### src/sv/piaw_pkg.sv
`timescale 1ns / 1ps
// piaw_pkg: shared types, register indexes, reset values and the microcode
// program of the PI regulator. No dependencies.
package piaw_pkg;

  localparam int StepW   = 4;
  localparam int MulW    = 33;
  localparam int ProdW   = 2 * MulW;
  localparam int AccW    = 96;
  localparam int CfgIdxW = 3;
  localparam int CfgDataW = 48;

  typedef logic [StepW-1:0] step_t;

  // multiplier operand A
  typedef enum logic [2:0] {
    MA_ERR, MA_INT_LO, MA_INT_HI, MA_DIFF_LO, MA_DIFF_HI
  } mul_a_t;

  // multiplier operand B
  typedef enum logic [2:0] {
    MB_DT, MB_KP, MB_KI, MB_REC_LO, MB_REC_HI
  } mul_b_t;

  typedef enum logic [1:0] {
    ACC_HOLD, ACC_LOAD, ACC_ADD32, ACC_ADD64
  } acc_op_t;

  typedef enum logic [2:0] {
    ACT_NONE, ACT_INTEG, ACT_PTERM, ACT_LIN, ACT_CLAMP, ACT_DIFF, ACT_BACKCALC, ACT_DONE
  } act_t;

  typedef enum logic {
    JMP_NONE, JMP_NO_BC
  } jmp_t;

  typedef struct packed {
    mul_a_t  mul_a;
    mul_b_t  mul_b;
    acc_op_t acc_op;
    act_t    act;
    jmp_t    jmp;
    step_t   target;
  } ctrl_t;

  localparam ctrl_t CtrlNop = '{MA_ERR, MB_DT, ACC_HOLD, ACT_NONE, JMP_NONE, '0};

  typedef enum logic [CfgIdxW-1:0] {
    REG_PROP_GAIN      = 3'd0,
    REG_INTEG_GAIN     = 3'd1,
    REG_INTEG_GAIN_REC = 3'd2,
    REG_DRIVE_MIN      = 3'd3,
    REG_DRIVE_MAX      = 3'd4,
    REG_TWO_INPUT_MODE = 3'd5
  } reg_idx_t;

  typedef struct packed {
    logic        [31:0] prop_gain;
    logic        [31:0] integ_gain;
    logic        [47:0] integ_gain_reciprocal;
    logic signed [31:0] drive_min;
    logic signed [31:0] drive_max;
    logic               two_input_mode;
  } cfg_t;

  localparam cfg_t CfgReset = '{
    prop_gain:             32'd1342177,
    integ_gain:            32'd6553600,
    integ_gain_reciprocal: 48'd10995116278,
    drive_min:             32'sd0,
    drive_max:             32'sd62259,
    two_input_mode:        1'b0
  };

  localparam step_t StepDone = 4'd14;

  // Program. A multiply issued in one step is in the product register the next.
  function automatic ctrl_t piaw_ucode(step_t s);
    ctrl_t w;
    w = CtrlNop;
    case (s)
      4'd0:  begin w.mul_a = MA_ERR;     w.mul_b = MB_DT; end
      4'd1:  begin w.act = ACT_INTEG;    w.mul_a = MA_ERR;     w.mul_b = MB_KP; end
      4'd2:  begin w.act = ACT_PTERM;    w.mul_a = MA_INT_LO;  w.mul_b = MB_KI; end
      4'd3:  begin w.acc_op = ACC_LOAD;  w.mul_a = MA_INT_HI;  w.mul_b = MB_KI; end
      4'd4:  begin w.acc_op = ACC_ADD32; end
      4'd5:  begin w.act = ACT_LIN; end
      4'd6:  begin w.act = ACT_CLAMP;    w.jmp = JMP_NO_BC;    w.target = StepDone; end
      4'd7:  begin w.act = ACT_DIFF; end
      4'd8:  begin w.mul_a = MA_DIFF_LO; w.mul_b = MB_REC_LO; end
      4'd9:  begin
        w.acc_op = ACC_LOAD;  w.mul_a = MA_DIFF_LO; w.mul_b = MB_REC_HI;
      end
      4'd10: begin
        w.acc_op = ACC_ADD32; w.mul_a = MA_DIFF_HI; w.mul_b = MB_REC_LO;
      end
      4'd11: begin
        w.acc_op = ACC_ADD32; w.mul_a = MA_DIFF_HI; w.mul_b = MB_REC_HI;
      end
      4'd12: begin w.acc_op = ACC_ADD64; end
      4'd13: begin w.act = ACT_BACKCALC; end
      default: begin w.act = ACT_DONE; end
    endcase
    return w;
  endfunction

endpackage

### src/sv/piaw_sequencer.sv
`timescale 1ns / 1ps
// piaw_sequencer: step counter, program lookup and conditional jump.
// Depends on piaw_pkg.
module piaw_sequencer import piaw_pkg::*; (
  input  logic  clk,
  input  logic  rst,
  input  logic  start,
  input  logic  bc_needed,
  input  logic  out_free,
  output logic  idle,
  output logic  done,
  output ctrl_t ctrl
);

  typedef enum logic [1:0] {
    S_IDLE = 2'b01,
    S_RUN  = 2'b10
  } state_t;

  state_t state, state_next;
  step_t  step, step_next;

  assign ctrl = (state == S_RUN) ? piaw_ucode(step) : CtrlNop;
  assign idle = (state == S_IDLE);
  assign done = (state == S_RUN) && (ctrl.act == ACT_DONE) && out_free;

  always_comb begin
    state_next = state;
    step_next  = step;
    unique case (state)
      S_IDLE: begin
        if (start) begin
          state_next = S_RUN;
          step_next  = '0;
        end
      end
      S_RUN: begin
        priority if (ctrl.act == ACT_DONE) begin
          if (out_free) state_next = S_IDLE;
        end else if (ctrl.jmp == JMP_NO_BC && !bc_needed) begin
          step_next = ctrl.target;
        end else begin
          step_next = step + 1'b1;
        end
      end
      default: state_next = S_IDLE;
    endcase
  end

  always_ff @(posedge clk) begin
    if (rst) begin
      state <= S_IDLE;
      step  <= '0;
    end else begin
      state <= state_next;
      step  <= step_next;
    end
  end

  a_start_runs: assert property (@(posedge clk) disable iff (rst)
    (state == S_IDLE && start) |=> (state == S_RUN && step == '0))
    else $error("sequencer did not start at step zero");

  a_done_idles: assert property (@(posedge clk) disable iff (rst)
    done |=> (state == S_IDLE))
    else $error("sequencer did not return to idle after delivery");

endmodule

### config.mk
export PLATFORM = sky130hd
export DESIGN_NAME = piaw_sequencer
export DESIGN_NICKNAME = d
export VERILOG_FILES = /design/src/sv/piaw_pkg.sv /design/src/sv/piaw_sequencer.sv
export SDC_FILE = /design/constraint.sdc
export NUM_CORES = 1
export LEC_CHECK = 0
export ABC_AREA = 1
export BUFFER_PORTS_ARGS = -buffer_cell sky130_fd_sc_hd__buf_2
export CORE_UTILIZATION = 44
export DETAILED_ROUTE_END_ITERATION = 6
export PLACE_DENSITY = 0.84
export SLEW_MARGIN = 40
export SYNTH_ARGS = -nofsm -noshare
export SYNTH_HDL_FRONTEND = slang
export SYNTH_SLANG_ARGS = --single-unit
### constraint.sdc
create_clock -name clk -period 1.8 [get_ports clk]
set_clock_uncertainty 0.15 [all_clocks]
set_input_delay 0.27 -clock clk [delete_from_list [all_inputs] [get_ports clk]]
set_output_delay 0.27 -clock clk [all_outputs]
set_load 0.01 [all_outputs]
==> run metrics <==
async set-or-reset flop fraction in the synthesized netlist=0; wire length of the first global-routing pass=3510 um; Iteration-0 DRC Markers=39; core area=1380 um2; cell count along the critical path=10; complex-gate fraction of the synthesized area=0.155; largest voltage drop on the vdd net=0.425 mV; count of flip-flops with a built-in enable after synthesis=0; detail-routed via count per cell=5.86; CP Buf/Inv Count=3; vias post-DR=979; clock buffer count from CTS=3; power density relative to cell area=259 nW/um2; period utilization=1.18; Setup crit end kind=output port; count of warnings emitted by yosys=0; unrepaired setup endpoints after global routing=yes; adder-cell share of the synthesized area=0.0719; Synth Area in Simple Gates=0.397; worst reg2reg path endpoint=step[2]; proportion of netlist area held by the largest area contributor=0.173; total number of H-tree levels=1; static leakage=0.575 nW; Worst Setup SP=step[1]; slowest cell delay on critical path=400 ps; end point of the critical path=done; number of buffers on the longest clock path=2; top cell type by total area after synthesis=sky130_fd_sc_hd__dfxtp_1; number of inserted diodes=0; WL/cell=17.8 um; DRC violation count after routing=0; I/O pins=23; number of endpoints with negative hold slack in the final report=0; violated checks=negative setup slack; arrival time reported for the critical path endpoint=1700 ps; 1st-pass router iterations=4; maximum clock frequency=0.473 GHz; Most used DFF post-synth=sky130_fd_sc_hd__dfxtp_1; Worst Reg2Reg Path Length in Cells=10; Hold Crit Class=in2reg; insertion delay of the later-clocked pin in the worst-skew pair=250 ps; number of nets in the synthesized netlist=114; GRT Resource Usage Total=0.257; quantity of I/O buffers inserted on ports=21; most frequent cells in the layout=sky130_fd_sc_hd__buf_4 (27), sky130_fd_sc_hd__buf_2 (19), sky130_fd_sc_hd__nand2_1 (13), sky130_fd_sc_hd__inv_1 (10); series of cell instances along the critical path=inv_4, ha_4, nand3_2, nand2_1, nor2_2, nand2_4, a21oi_4, nand3_2, inv_2, buf_6; synth unique cells=29; sequential cell area fraction in the yosys report=0.173; aggregate global routing overflow=0; most used cell, CP=sky130_fd_sc_hd__nand3_2; Max-Cap Viols=0; synth-to-layout area growth=79.5%; Net Sw Frac=0.279; worst slack at placement=-81.3 ps; cell count after synthesis=105; cts-stage hold buffer count=0; power spent charging and discharging nets=0.0902 mW; Worst Path Max Fanout=5; cell types with the largest area share after synthesis=sky130_fd_sc_hd__dfxtp_1 (17%), sky130_fd_sc_hd__nand2_1 (10%), sky130_fd_sc_hd__nand3_1 (8.6%); number of failing setup endpoints in the final timing report=20; nets=163; overall die area=1740 um2; worst endpoint required time=1380 ps; part of the total power dissipated in the clock network=0.384; mean area per synthesized cell=6.63 um2; Synth Register Bits=6; CP top delay family=simple AND/OR/NAND/NOR gates; CTS tree=yes; Comb pwr share=0.188; final worst setup slack=-316 ps; path type of the worst setup path=reg2out; total power=0.323 mW; Crit-path slowest cell=sky130_fd_sc_hd__dfxtp_4; initial antenna violation count=0; Final Max Slew Viols=0; register clock-pin slew on the reported worst setup and hold paths=50 ps; Sinks on Clock Net=6; slack of the worst reg-to-reg path=-250 ps; die height=41.8 um; Detailed Place HPWL=1440 um; dominant combinational cell family by area after synthesis=simple AND/OR/NAND/NOR gates; largest net degree at the start of global routing=8; Setup crit start kind=flip-flop; cell row count=13; launch point of the worst reg-to-reg path=step[0]; Post-Synth XOR/XNOR Area=0.0252; final period demand of the worst path=2120 ps; die span in x=41.8 um; Final Routed Wirelength=2980 um; number of antenna-violating nets in the routed design=0; sequential share of power=0.427; Root Buffer Master=sky130_fd_sc_hd__clkbuf_4; via count of the first global-routing pass=800; result of the run=finished, violations left; Int Power=0.233 mW; routability congestion estimate=0.890; initial core utilization=0.503; ratio of cells with drive above 1 in the final layout=0.684; area of the mapped netlist=696 um2; most common cell after layout, fill and taps aside=sky130_fd_sc_hd__buf_4; multiplexer share of the synthesized area=0
[routing by layer]
metal  vias up  GRT usage  part of all wire  routed length [um]
met5         -          0                 0                   0
met4         0      0.135             0.067                 200
met3        26     0.0304             0.080                 238
met2        70      0.459              0.50                1490
met1       454      0.293              0.35                1050
li1        429          -                 -                   -
[Yosys cell counts (2+ instances only)]
library cell,number
sky130_fd_sc_hd__inv_1,15
sky130_fd_sc_hd__dfxtp_1,6
sky130_fd_sc_hd__nor2_1,6
sky130_fd_sc_hd__nand2_2,3
sky130_fd_sc_hd__nand3_1,12
sky130_fd_sc_hd__nand3_2,4
sky130_fd_sc_hd__buf_6,2
sky130_fd_sc_hd__buf_4,4
sky130_fd_sc_hd__nor2_2,2
sky130_fd_sc_hd__ha_1,4
sky130_fd_sc_hd__nand2_1,19
sky130_fd_sc_hd__inv_2,2
sky130_fd_sc_hd__o21ai_0,3
sky130_fd_sc_hd__a21oi_1,8
[worst register-to-register path: stages (launching register included)]
cell and delay, ps:
sky130_fd_sc_hd__dfxtp_4 370, sky130_fd_sc_hd__inv_4 70, sky130_fd_sc_hd__ha_4 180, sky130_fd_sc_hd__nand3_4 100, sky130_fd_sc_hd__buf_4 140, sky130_fd_sc_hd__buf_4 130
sky130_fd_sc_hd__nor3_1 320, sky130_fd_sc_hd__inv_1 130, sky130_fd_sc_hd__o21ai_0 130, sky130_fd_sc_hd__nand3_1 130, sky130_fd_sc_hd__a21oi_2 130
[flip-flops by register name, summed over array words and instances (netlist names)]
signal / flops
step: 4
state: 2
[timing repair]
| action | CTS | global route |
|---|---|---|
| buffers inserted | 5 | 6 |
| setup endpoints to repair | 19 | 22 |
| gates resized for setup | 21 | 31 |
| pin swaps | 11 | 19 |
[power groups by stage]
stage	Combinational, mW	Clock [mW]	Sequential, mW
CTS	0.0492	0.127	0.137
floorplan	0.0301	0	0.141
global placement	0.0438	0	0.141
detailed placement	0.0451	0	0.141
finish	0.0608	0.124	0.138
global route	0.0658	0.135	0.139
[through the flow]
step	util	instances	setup TNS, ps	hold slack [ps]	area [um2]
after detailed placement	0.675	154	-302	348	933
after global routing	0.903	167	-5110	102	1250
after CTS	0.784	162	-2420	87.2	1080
final	0.903	167	-3630	94.0	1250
after floorplan	-	105	0	182	716
after global placement	0.675	154	-53.7	344	933
[area by class of cell]
cell class	instances	area, um2
Multi-Input combinational cell	75	654
Timing Repair Buffer	51	354
Fill cell	60	134
Sequential cell	6	130
Inverter	17	68.8
Clock buffer	3	22.5
Tap cell	15	18.8
[logic make-up after synthesis]
kind of cell	after synthesis
and+or+nand+nor	51
buffers and inverters	24
AOI/OAI and AO/OA	17
DFF	6
adders and majority gates	4
xor gates and xnor gates	2
other	1
[how the worst min path moves through the flow]
stage / startpoint / to / slack (ps) / cells after the start
global placement: rst / step[0] / 340 / 2
finish: rst / step[1] / 90 / 2
CTS: rst / step[1] / 90 / 2
floorplan: rst / step[0] / 180 / 1
global route: rst / step[2] / 100 / 2
detailed placement: rst / step[0] / 350 / 2
No activity file was read; power rests on OpenSTA's default activity.
